### src/bdf_pkg.sv
// shared types, constants and ita2 tables for the baudot deframer
package bdf_pkg;

	localparam int unsigned PHASE_WIDTH_DEF = 32;
	localparam int unsigned STEP_WIDTH      = 32;
	localparam int unsigned CODE_WIDTH      = 5;
	localparam int unsigned CHAR_WIDTH      = 7;
	localparam int unsigned COUNT_WIDTH     = 3;
	localparam int unsigned QUEUE_DEPTH     = 2;

	localparam logic [STEP_WIDTH-1:0] BAUD_STEP_RESET = 32'd4473924;
	localparam logic [CODE_WIDTH-1:0] CODE_LTRS       = 5'h1F;
	localparam logic [CODE_WIDTH-1:0] CODE_FIGS       = 5'h1B;
	localparam logic [CODE_WIDTH-1:0] CODE_NULL       = 5'h00;
	localparam logic [CHAR_WIDTH-1:0] CHAR_SPACE      = 7'h20;
	localparam logic [COUNT_WIDTH-1:0] BITS_PER_CODE  = 3'd5;

	typedef logic [CODE_WIDTH-1:0] code_t;
	typedef logic [CHAR_WIDTH-1:0] char_t;

	// one code word moving between front, queue and back
	typedef struct packed {
		logic  valid;
		code_t code;
	} code_word_t;

	localparam char_t LTRS_TAB [32] = '{
		7'h20, 7'h20, 7'h45, 7'h0A, 7'h41, 7'h20, 7'h53, 7'h49,
		7'h55, 7'h0D, 7'h44, 7'h52, 7'h4A, 7'h4E, 7'h46, 7'h43,
		7'h4B, 7'h54, 7'h5A, 7'h4C, 7'h57, 7'h48, 7'h59, 7'h50,
		7'h51, 7'h4F, 7'h42, 7'h47, 7'h20, 7'h4D, 7'h58, 7'h56
	};

	localparam char_t FIGS_TAB [32] = '{
		7'h20, 7'h20, 7'h33, 7'h0A, 7'h2D, 7'h20, 7'h38, 7'h37,
		7'h27, 7'h37, 7'h34, 7'h20, 7'h34, 7'h35, 7'h2C, 7'h3A,
		7'h21, 7'h3F, 7'h20, 7'h22, 7'h39, 7'h30, 7'h2B, 7'h31,
		7'h35, 7'h36, 7'h31, 7'h20, 7'h31, 7'h32, 7'h20, 7'h20
	};

	function automatic char_t ita2_lookup(input logic figures, input code_t code);
		char_t ch;
		if (figures) begin
			ch = FIGS_TAB[code];
		end else begin
			ch = LTRS_TAB[code];
		end
		return ch;
	endfunction

endpackage

### src/bdf_front.sv
// front end: phase accumulator, start/data/stop framing, code word assembly
module bdf_front #(
	parameter int unsigned PHASE_WIDTH = bdf_pkg::PHASE_WIDTH_DEF
) (
	input  logic                                clk,
	input  logic                                arst_n,
	input  logic                                cfg_valid,
	input  logic [bdf_pkg::STEP_WIDTH-1:0]      baud_step,
	input  logic                                in_valid,
	input  logic                                line_bit,
	input  logic                                queue_full,
	output bdf_pkg::code_word_t                 push
);
	import bdf_pkg::*;

	typedef enum logic [1:0] {
		PH_IDLE,
		PH_START,
		PH_DATA,
		PH_STOP
	} phase_t;

	localparam logic [PHASE_WIDTH-1:0] HALF_SCALE = {1'b1, {(PHASE_WIDTH-1){1'b0}}};

	phase_t                  phase_q;
	logic [PHASE_WIDTH-1:0]  acc_q;
	logic [STEP_WIDTH-1:0]   baud_q;
	code_t                   code_q;
	logic [COUNT_WIDTH-1:0]  cnt_q;

	logic                    accept;
	logic [PHASE_WIDTH-1:0]  step_w;
	logic [PHASE_WIDTH-1:0]  sum;
	logic                    carry;
	code_t                   code_next;
	logic [COUNT_WIDTH-1:0]  cnt_next;
	logic                    last_bit;

	assign accept = in_valid && !queue_full;
	assign step_w = PHASE_WIDTH'(baud_q);

	always_comb begin
		{carry, sum} = {1'b0, acc_q} + {1'b0, step_w};
		code_next    = code_q | (CODE_WIDTH'(line_bit) << cnt_q);
		cnt_next     = cnt_q + 3'd1;
		last_bit     = (cnt_next == BITS_PER_CODE);
	end

	// null code never leaves the front end
	always_comb begin
		push.valid = accept && (phase_q == PH_DATA) && carry && last_bit
			&& (code_next != CODE_NULL);
		push.code  = code_next;
	end

	always_ff @(posedge clk or negedge arst_n) begin
		if (!arst_n) begin
			phase_q <= PH_IDLE;
			acc_q   <= '0;
			baud_q  <= BAUD_STEP_RESET;
			code_q  <= '0;
			cnt_q   <= '0;
		end else begin
			if (cfg_valid) begin
				baud_q <= baud_step;
			end
			if (accept) begin
				unique case (phase_q)
					PH_IDLE: begin
						if (!line_bit) begin
							phase_q <= PH_START;
							acc_q   <= HALF_SCALE;
						end
					end
					PH_START: begin
						acc_q <= sum;
						if (carry) begin
							if (!line_bit) begin
								phase_q <= PH_DATA;
								acc_q   <= '0;
								code_q  <= '0;
								cnt_q   <= '0;
							end else begin
								phase_q <= PH_IDLE;
							end
						end
					end
					PH_DATA: begin
						acc_q <= sum;
						if (carry) begin
							code_q <= code_next;
							cnt_q  <= cnt_next;
							if (last_bit) begin
								phase_q <= PH_STOP;
								acc_q   <= '0;
							end
						end
					end
					PH_STOP: begin
						acc_q <= sum;
						if (carry) begin
							phase_q <= PH_IDLE;
						end
					end
					default: begin
						phase_q <= PH_IDLE;
					end
				endcase
			end
		end
	end

	// bit counter never runs past the code length while framing data
	a_cnt_range: assert property (@(posedge clk) disable iff (!arst_n)
		(phase_q == PH_DATA) |-> (cnt_q < BITS_PER_CODE))
		else $error("bit count out of range in data phase");

	// a code word only leaves on the sample that ends the data phase
	a_push_ends_data: assert property (@(posedge clk) disable iff (!arst_n)
		push.valid |=> (phase_q == PH_STOP))
		else $error("code pushed without moving to stop");

endmodule

### src/bdf_queue.sv
// short code word queue between framing front end and decoding back end
module bdf_queue #(
	parameter int unsigned DEPTH = bdf_pkg::QUEUE_DEPTH
) (
	input  logic                clk,
	input  logic                arst_n,
	input  bdf_pkg::code_word_t push,
	input  logic                pop,
	output logic                full,
	output bdf_pkg::code_word_t head
);
	import bdf_pkg::*;

	localparam int unsigned AW = (DEPTH > 1) ? $clog2(DEPTH) : 1;
	localparam int unsigned CW = $clog2(DEPTH + 1);

	code_t           mem_q [DEPTH];
	logic [AW-1:0]   wr_ptr_q;
	logic [AW-1:0]   rd_ptr_q;
	logic [CW-1:0]   count_q;
	logic            do_push;
	logic            do_pop;

	assign full       = (count_q == CW'(DEPTH));
	assign head.valid = (count_q != '0);
	assign head.code  = mem_q[rd_ptr_q];
	assign do_push    = push.valid && !full;
	assign do_pop     = pop && head.valid;

	always_ff @(posedge clk) begin
		if (do_push) begin
			mem_q[wr_ptr_q] <= push.code;
		end
	end

	always_ff @(posedge clk or negedge arst_n) begin
		if (!arst_n) begin
			wr_ptr_q <= '0;
			rd_ptr_q <= '0;
			count_q  <= '0;
		end else begin
			if (do_push) begin
				wr_ptr_q <= (wr_ptr_q == AW'(DEPTH - 1)) ? '0 : wr_ptr_q + 1'b1;
			end
			if (do_pop) begin
				rd_ptr_q <= (rd_ptr_q == AW'(DEPTH - 1)) ? '0 : rd_ptr_q + 1'b1;
			end
			if (do_push && !do_pop) begin
				count_q <= count_q + 1'b1;
			end else if (do_pop && !do_push) begin
				count_q <= count_q - 1'b1;
			end
		end
	end

	// the front end holds input while full, so no word is ever dropped
	a_no_overflow: assert property (@(posedge clk) disable iff (!arst_n)
		push.valid |-> !full)
		else $error("code word pushed into full queue");

	a_count_range: assert property (@(posedge clk) disable iff (!arst_n)
		count_q <= CW'(DEPTH))
		else $error("queue count out of range");

endmodule

### src/bdf_back.sv
// back end: letters/figures shift tracking, table lookup, output register
module bdf_back (
	input  logic                           clk,
	input  logic                           arst_n,
	input  bdf_pkg::code_word_t            head,
	output logic                           pop,
	output logic                           out_valid,
	input  logic                           out_stall,
	output logic [bdf_pkg::CHAR_WIDTH-1:0] char_code
);
	import bdf_pkg::*;

	logic  out_valid_q;
	char_t char_q;
	logic  figures_q;
	logic  free;
	char_t looked_up;
	logic  is_shift;
	logic  emit;

	assign free      = !out_valid_q || !out_stall;
	assign pop       = head.valid && free;
	assign looked_up = ita2_lookup(figures_q, head.code);
	assign is_shift  = (head.code == CODE_LTRS) || (head.code == CODE_FIGS);
	assign emit      = !is_shift && (looked_up != CHAR_SPACE);

	assign out_valid = out_valid_q;
	assign char_code = char_q;

	always_ff @(posedge clk or negedge arst_n) begin
		if (!arst_n) begin
			out_valid_q <= 1'b0;
			figures_q   <= 1'b0;
		end else begin
			if (free) begin
				out_valid_q <= pop && emit;
			end
			if (pop && (head.code == CODE_LTRS)) begin
				figures_q <= 1'b0;
			end else if (pop && (head.code == CODE_FIGS)) begin
				figures_q <= 1'b1;
			end
		end
	end

	always_ff @(posedge clk) begin
		if (pop && emit) begin
			char_q <= looked_up;
		end
	end

	a_no_space_out: assert property (@(posedge clk) disable iff (!arst_n)
		out_valid_q |-> (char_q != CHAR_SPACE))
		else $error("space character emitted");

	// a shift code changes the case and never produces a character
	a_shift_silent: assert property (@(posedge clk) disable iff (!arst_n)
		(pop && is_shift && !out_valid_q) |=> !out_valid_q)
		else $error("shift code produced a character");

endmodule

### src/baudot_nco_deframer_top.sv
// Asynchronous ITA2 receiver: one sliced line sample per input word, one ASCII
// character per output word.
// Input channel: line_bit with in_valid/in_stall, 1 = mark, 0 = space. One
// sample is taken every cycle; in_stall rises only while the two-entry code
// queue between framer and decoder is full.
// Output channel: char_code with out_valid/out_stall from an output register.
// Throughput is one sample per cycle while in_stall is low. The code word of
// the sample that ends the fifth data bit is registered in the queue, then goes
// through the table lookup into the output register.
// Configuration: baud_step is written through cfg_valid/cfg_ready; ready is
// always high. Write it only while the line is idle and all characters have
// been taken.
// Reset: framer idle, accumulator and bit count cleared, letters case,
// baud_step back to its default, queue and output empty.
// While out_stall is high the output word holds; the queue absorbs up to two
// codes, after which in_stall holds off further samples.
module baudot_nco_deframer_top #(
	parameter int unsigned PHASE_WIDTH = bdf_pkg::PHASE_WIDTH_DEF
) (
	input  logic                           clk,
	input  logic                           arst_n,
	input  logic                           cfg_valid,
	output logic                           cfg_ready,
	input  logic [bdf_pkg::STEP_WIDTH-1:0] baud_step,
	input  logic                           in_valid,
	output logic                           in_stall,
	input  logic                           line_bit,
	output logic                           out_valid,
	input  logic                           out_stall,
	output logic [bdf_pkg::CHAR_WIDTH-1:0] char_code
);
	import bdf_pkg::*;

	code_word_t push;
	code_word_t head;
	logic       queue_full;
	logic       pop;

	assign cfg_ready = 1'b1;
	assign in_stall  = queue_full;

	bdf_front #(
		.PHASE_WIDTH(PHASE_WIDTH)
	) u_front (
		.clk       (clk),
		.arst_n    (arst_n),
		.cfg_valid (cfg_valid),
		.baud_step (baud_step),
		.in_valid  (in_valid),
		.line_bit  (line_bit),
		.queue_full(queue_full),
		.push      (push)
	);

	bdf_queue #(
		.DEPTH(QUEUE_DEPTH)
	) u_queue (
		.clk   (clk),
		.arst_n(arst_n),
		.push  (push),
		.pop   (pop),
		.full  (queue_full),
		.head  (head)
	);

	bdf_back u_back (
		.clk      (clk),
		.arst_n   (arst_n),
		.head     (head),
		.pop      (pop),
		.out_valid(out_valid),
		.out_stall(out_stall),
		.char_code(char_code)
	);

endmodule

### config.mk
export PLATFORM = sky130hd
export DESIGN_NAME = baudot_nco_deframer_top
export DESIGN_NICKNAME = d
export VERILOG_FILES = /design/src/bdf_pkg.sv /design/src/bdf_front.sv /design/src/bdf_queue.sv /design/src/bdf_back.sv /design/src/baudot_nco_deframer_top.sv
export SDC_FILE = /design/constraint.sdc
export NUM_CORES = 1
export LEC_CHECK = 0
export BUFFER_PORTS_ARGS = -buffer_cell sky130_fd_sc_hd__clkbuf_2
export CORE_MARGIN = 1
export CORE_UTILIZATION = 40
export CTS_CLUSTER_SIZE = 25
export DETAILED_ROUTE_END_ITERATION = 8
export PLACE_DENSITY_LB_ADDON = 0.2
export SLEW_MARGIN = 30
export SYNTH_ARGS = -nofsm -noshare
export SYNTH_HDL_FRONTEND = slang
export SYNTH_SLANG_ARGS = --single-unit
### constraint.sdc
create_clock -name clk -period 9.9 [get_ports clk]
set_clock_uncertainty 0.2 [all_clocks]
set_input_delay 1.98 -clock clk [delete_from_list [all_inputs] [get_ports clk]]
set_output_delay 1.98 -clock clk [all_outputs]
set_load 0.02 [all_outputs]
Word-level counts from Yosys, hierarchy flattened
Memories as Yosys holds them, arrays and structs flattened.
Cells that the tools add are included.
{"block": "word_totals", "regBits": 87, "rom_bits": 448, "out_inout_bits": 10, "inputBits": 38, "memories": 3, "ramBits": 10, "elab_cells": 103}
{"memory": "(name not given)", "depth": 32, "width": 7, "rd": 1, "rd_ports_with_merged_regs": 0, "write_ports": 0, "line_no": "bdf_pkg.sv:46", "text": "ch = LTRS_TAB[code];"}
{"memory": "(name not given)", "depth": 32, "width": 7, "rd": 1, "rd_ports_with_merged_regs": 0, "write_ports": 0, "line_no": "bdf_pkg.sv:44", "text": "ch = FIGS_TAB[code];"}
{"memory": "u_queue.mem_q", "depth": 2, "width": 5, "rd": 1, "rd_ports_with_merged_regs": 0, "write_ports": 1, "line_no": "bdf_queue.sv:17", "text": "code_t mem_q [DEPTH];"}
{"block": "op_classes", "bitwise": 2, "addsub": 6, "n_shift": 1, "n_lt_le_gt_ge": 1, "n_mux": 34, "n_eq_ne": 14, "reduce_logical": 31}
{"op": "2-to-1 mux 32 bit", "n": 5}
{"op": "case mux 32 bit (4 select lines)", "n": 1}
{"op": "2-to-1 mux 7 bit", "n": 5}
{"op": "adder 32 x 32 -> 33 bit", "n": 1}
{"op": "2-to-1 mux 2 bit", "n": 8}
{"op": "2-to-1 mux 5 bit", "n": 3}
{"op": "logical AND 1 bit", "n": 14}
{"op": "equality test 5 bit, second input constant", "n": 2}
{"op": "case mux 5 bit (2 select lines)", "n": 1}
{"op": "2-to-1 mux 3 bit", "n": 3}
{"op": "!= test 2 x 1 -> 1 bit, second input constant", "n": 4}
{"op": "case mux 2 bit (4 select lines)", "n": 1}
{"op": "nonzero test 2 bit", "n": 4}
{"op": "!= test 7 x 6 -> 1 bit, second input constant", "n": 1}
{"op": "equality test 2 bit, second input constant", "n": 3}
{"op": ">= comparator 6 bit, second input constant", "n": 1}
{"op": "logical NOT 1 bit", "n": 6}
{"op": "2-to-1 mux 1 bit", "n": 6}
{"op": "NOT 5 -> 6 bit", "n": 1}
{"op": "case mux 3 bit (2 select lines)", "n": 1}
{"op": "AND reduction 6 bit", "n": 1}
{"op": "bitwise OR 5 bit", "n": 1}
{"op": "AND reduction 5 bit", "n": 1}
{"op": "nonzero test 5 bit", "n": 1}
{"op": "other kinds (11)", "n": 14}

Depth between registers and ports, before layout
{"block": "logic_depth", "ltp_word": 12, "mapped_depth": 14, "depth_no_buf": 14}

By module
From an unflattened synthesis, not the netlist that was laid out.
{"block": "unflattened", "cells_unflattened": 676, "hier_area_um2": 6666.4}
{"module": "bdf_front", "area_each_um2": 4887.2, "cells_per_inst": 498, "seq_area_each_um2": 1859.3, "instances": 1}
{"module": "bdf_back", "area_each_um2": 1196.1, "cells_per_inst": 141, "seq_area_each_um2": 260.2, "instances": 1}
{"module": "bdf_queue", "area_each_um2": 571.8, "cells_per_inst": 35, "seq_area_each_um2": 400.4, "instances": 1}
{"module": "baudot_nco_deframer_top", "area_each_um2": 11.3, "cells_per_inst": 2, "seq_area_each_um2": 0.0, "instances": 1}

Worst setup path after synthesis
No wires, ideal clock.
{"block": "synth_path", "path_kind": "input port to flip-flop", "startpoint": "input port in_valid", "endpoint": "register u_queue.count_q[1]", "t_arrival_ps": 3541, "n_path_buf": 0, "path_stages": 9, "required_ps": 9575, "slack_ps": 6034, "setup_ps": 125, "cell_sequence": "nand2b_1 or2_2 o22ai_1 nand3_1 inv_1 ha_1 xor2_1 nor2_1 xor2_1"}
{"block": "synth_between", "elab_chain_len": 9, "word_cells_on_any_way": 11, "cone_classes": "mux: 1; reduce/logical: 10"}
{"element": "start: declaration", "line_no": "baudot_nco_deframer_top.sv:25", "text": "input logic in_valid,"}
{"element": "logical AND 1 bit (*)", "line_no": "bdf_front.sv:39", "text": "assign accept = in_valid && !queue_full;"}
{"element": "logical AND 1 bit (*) (3 in series)", "line_no": "bdf_front.sv:51", "text": "push.valid = accept && (phase_q == PH_DATA) && carry && last_bit"}
{"element": "logical AND 1 bit (*)", "line_no": "bdf_front.sv:52", "text": "&& (code_next != CODE_NULL);"}
{"element": "logical AND 1 bit (*)", "line_no": "bdf_queue.sv:27", "text": "assign do_push = push.valid && !full;"}
{"element": "via u_queue.do_push", "line_no": "bdf_queue.sv:21", "text": "logic do_push;"}
{"element": "logical NOT 1 bit", "line_no": "bdf_queue.sv:50", "text": "end else if (do_pop && !do_push) begin"}
{"element": "logical AND 1 bit", "line_no": "bdf_queue.sv:50"}
{"element": "nonzero test 2 bit (no source line)"}
{"element": "end signal: assignment", "line_no": "bdf_queue.sv:49", "text": "count_q <= count_q + 1'b1;"}
{"element": "end signal: assignment", "line_no": "bdf_queue.sv:51", "text": "count_q <= count_q - 1'b1;"}
{"element": "end: declaration", "line_no": "bdf_queue.sv:20", "text": "logic [CW-1:0] count_q;"}
Mark *: on every way through the listed nets, which the timed path passes. The rest lies on a longest branch.
A chain may end at the register's enable or synchronous reset.

Worst setup path after layout
{"block": "layout_path", "startpoint": "register u_queue.rd_ptr_q", "endpoint": "register u_back.char_q[6], in the netlist u_back.char_code[6] (enable)"}
{"block": "layout_between", "elab_chain_len": 9, "word_cells_on_any_way": 16, "cone_classes": "eq/ne: 3; mux: 5; bitwise: 1; reduce/logical: 4; memory: 3"}
{"element": "start: declaration", "line_no": "bdf_queue.sv:19", "text": "logic [AW-1:0] rd_ptr_q;"}
{"element": "start signal: assignment", "line_no": "bdf_queue.sv:46", "text": "rd_ptr_q <= (rd_ptr_q == AW'(DEPTH - 1)) ? '0 : rd_ptr_q + 1'b1;"}
{"element": "memory read (2 x 5 bit) (*)"}
{"element": "NOT 5 -> 6 bit (not written as such) (*)", "line_no": "bdf_pkg.sv:44, bdf_pkg.sv:46"}
{"element": "memory read (32 x 7 bit), on equally long branches"}
{"element": "2-to-1 mux 7 bit, on equally long branches (2 in series)", "line_no": "bdf_pkg.sv:46, bdf_pkg.sv:44"}
{"element": "2-to-1 mux 7 bit (*)", "line_no": "bdf_pkg.sv:43", "text": "if (figures) begin"}
{"element": "via u_back.looked_up[0]", "line_no": "bdf_back.sv:17", "text": "char_t looked_up;"}
{"element": "!= test 7 x 6 -> 1 bit (*)", "line_no": "bdf_back.sv:25", "text": "assign emit = !is_shift && (looked_up != CHAR_SPACE);"}
{"element": "logical AND 1 bit (*)", "line_no": "bdf_back.sv:25"}
{"element": "logical AND 1 bit (*)", "line_no": "bdf_back.sv:47", "text": "if (pop && emit) begin"}
{"element": "end signal: assignment", "line_no": "bdf_back.sv:48", "text": "char_q <= looked_up;"}
{"element": "end: declaration", "line_no": "bdf_back.sv:14", "text": "char_t char_q;"}
Mark *: on every way through the listed nets, which the timed path passes. The rest lies on a longest branch. The select of a mux whose other input is x is not followed.

==> flow_metrics.py <==
metrics = {
    "route": {
        "first_pass_iters": 4,
        "drc": 0,
        "totalWireLength_mm": 13.4,
        "drt_iter0_markers": 346,
        "route.antenna.remaining_nets": 0,
        "vias": 4858,
        "wl_per_cell_um": 15.8,
        "via_per_inst": 5.72,
    },
    "floorplan": {
        "start_util_pct": 40.8,
        "core-area_sq_um": 15200,
        "ios": 48,
        "die_w_um": 127,
        "core.rowCount": 45,
        "dieArea_sq_um": 16000,
        "die_y_um": 127,
    },
    "power_and_ir_drop": {
        "power_density_nw_per_um2": 288,
        "ir_drop_v": 0.000127,
        "leakage_nw": 3.00,
        "p_total_w": 0.00197,
    },
    "sta": {
        "tns_ns": 0,
        "maxSlewViolCount": 0,
        "worstMarginPinSlew_ns": 0.838,
        "setup_viol": 0,
        "layout_setup_ws_ns": 5.85,
        "slew_headroom_pct": 44.2,
        "fmax_ghz": 0.247,
        "finalCritPeriodShare_pct": 40.9,
        "period_minus_slack_ns": 4.05,
        "grt_setup_unrepaired": "false",
        "hold_violations": 0,
    },
    "layout": {
        "antenna_cells": 0,
        "final_nets": 738,
        "layout_commonest_cell": "dfrtp_1",
        "areaGrowthSynthToFinish_pct": 10.4,
        "drive_gt1_share_pct": 17.2,
        "final_cell_mix": "dfrtp_1 (74), nand2_1 (50), clkbuf_2 (45)",
    },
    "setup_path": {
        "crit_slowest_cell": "dfrtp_1",
        "path_class": "reg2reg",
        "crit_chain": "mux2i_1, inv_1, ha_1, nor2_1, a211oi_1, a211o_1, a31oi_1, nor2_1, a31oi_1",
        "end_kind": "register",
        "cp_max_fo": 15,
        "max_stage_delay_ns": 0.70,
        "critical_path.startpoint": "u_queue.rd_ptr_q",
        "cp_top_family": "compound AO/OA/AOI/OAI gates",
        "crit_cells": 9,
        "worstReg2RegEnd": "u_back.char_code[6]",
        "critical_path_arrival_ns": 3.82,
        "cp_num_buf_inv": 1,
        "cp-start-kind": "register",
        "worstReg2RegStart": "u_queue.rd_ptr_q",
        "r2r_setup_slack_ns": 5.85,
        "critPathRequiredTime_ns": 9.67,
        "r2r_cells": 9,
    },
    "clocking": {
        "cts_root_buffer": "clkbuf_16",
        "ctsHoldBuffers": 0,
        "post_cts_buffers": 0,
        "cts_resized": 0,
        "clk_latency_ns": 0.35,
        "clock-sinks": 97,
        "clkTransAtPathRegs_ns": 0.06,
        "cts_buffers": 9,
        "cts_tree": "built",
        "htreeDepth": 3,
        "clock_path_buffers": 2,
    },
    "run": {
        "cap_violations": 0,
    },
    "global_routing": {
        "overflow": 0,
        "grt_max_degree": 81,
        "grt_usage_pct": 17.9,
        "grt_pass1_vias": 4794,
        "grt_pass1_wl_mm": 23.1,
        "antenna_found_initial": 0,
    },
    "logic_synthesis": {
        "post-synth-top-area-cell": "dfrtp_1",
        "yosysUniqueCellTypes": 60,
        "syn_avg_cell_area_sq_um": 9.97,
        "synth_top_area_share_pct": 29.8,
        "yosysWarnings": 0,
        "seq_area_frac_synth_pct": 40.6,
        "syn_area_sq_um": 6210,
        "yosys_register_bits": 97,
        "synth_edf_count": 17,
        "synth_cells": 623,
        "postSynth.asyncResetShare_pct": 82.5,
        "synthFlopType": "dfrtp_1",
        "synthTopCellsByArea": "dfrtp_1 (30%), ha_1 (8.7%), edfxtp_1 (8.2%)",
        "synth_nets": 705,
    },
    "worst_hold_path": {
        "min_path_cells": 1,
        "min_to": "u_queue.wr_ptr_q",
        "hp-start": "u_queue.wr_ptr_q",
        "worstHoldPathType": "reg2reg",
    },
    "outcome": {
        "status": "finished clean",
    },
    "placed_design": {
        "hpwl_mm": 9.76,
        "io_buffers": 46,
        "place_ws_ns": 5.54,
        "gp_congestion": 0.875,
    },
}
[routing by layer]
metal,vias to the layer above,wire (um),track usage (%)
li1,2396,-,-
met1,2352,6220,23.0
met2,88,6530,30.3
met3,22,410,3.12
met4,0,250,6.17
met5,-,0,0
[stage by stage]
stage	util, %	instances	hold slack, ns	instance area (sq um)
floorplan	-	623	0.254	6210
global placement	43.4	833	0.275	6600
detailed placement	43.4	833	0.285	6600
CTS	45.1	849	0.298	6860
global route	45.1	849	0.315	6860
finish	45.1	849	0.291	6860
[final cells by class]
type                       instances  area (sq um)
fill                            1460          8340
multi-input combinational        479          3500
sequential                        97          2520
timing repair buffer              51           274
clock buffer                      12           236
tap                              188           235
inverter                          18          67.6
clock inverter                     4          20.0
[how the worst max path moves through the flow]
| stage | end |
|---|---|
| floorplan | u_queue.count_q[1] |
| global placement | u_queue.count_q[1] |
| detailed placement | u_queue.mem_q[0][3] |
| CTS | u_back.char_code[6] |
| global route | u_back.char_code[6] |
| finish | u_back.char_code[6] |
[where the power goes]
group          switching [W]  internal, W
clock network       0.000143     0.000169
logic               0.000599     0.000456
registers          0.0000782     0.000527
total               0.000820      0.00115
[sequential cells by signal, summed over array words and instances (netlist names), named ones only]
name and flops:
u_queue.mem_q 10, u_queue.count_q 2, u_back.out_valid 1, u_front.cnt_q 3, u_front.baud_q 32, u_back.char_code 7
u_queue.rd_ptr_q 1, u_back.figures_q 1, u_queue.wr_ptr_q 1, u_front.code_q 5, u_front.phase_q 1, u_front.acc_q 32
[cells in the mapped netlist, types with 13 or more instances]
cell and instances:
a21o_1 13, nor2_1 35, o21ai_0 32, xor2_1 14
a31oi_1 14, clkbuf_1 22, a22o_1 29, mux2_2 35
nand3_1 13, nand2_1 50, ha_1 43, dfrtp_1 74
a21oi_1 42, xnor2_1 19, inv_1 18, edfxtp_1 17
[worst reg2reg max path: stages, from the launching register on]
cell and delay [ns]:
dfrtp_1 0.70, mux2i_1 0.68, inv_1 0.23, ha_1 0.34, nor2_1 0.20, a211oi_1 0.07
a211o_1 0.31, a31oi_1 0.22, nor2_1 0.08, a31oi_1 0.64
[cells by family after synthesis]
logic type / count (synthesis) / share of synthesized area [%]
AO/OA/AOI/OAI: 201 / 22.4
AND/OR/NAND/NOR: 155 / 12.0
flip-flops: 97 / 40.6
buffers and inverters: 47 / 2.98
multiplexers: 45 / 8.36
adder cells (fa/ha/maj): 44 / 8.99
XOR/XNOR: 33 / 4.65
other: 1 / 0.0604
(Power assumes the default switching activity.)
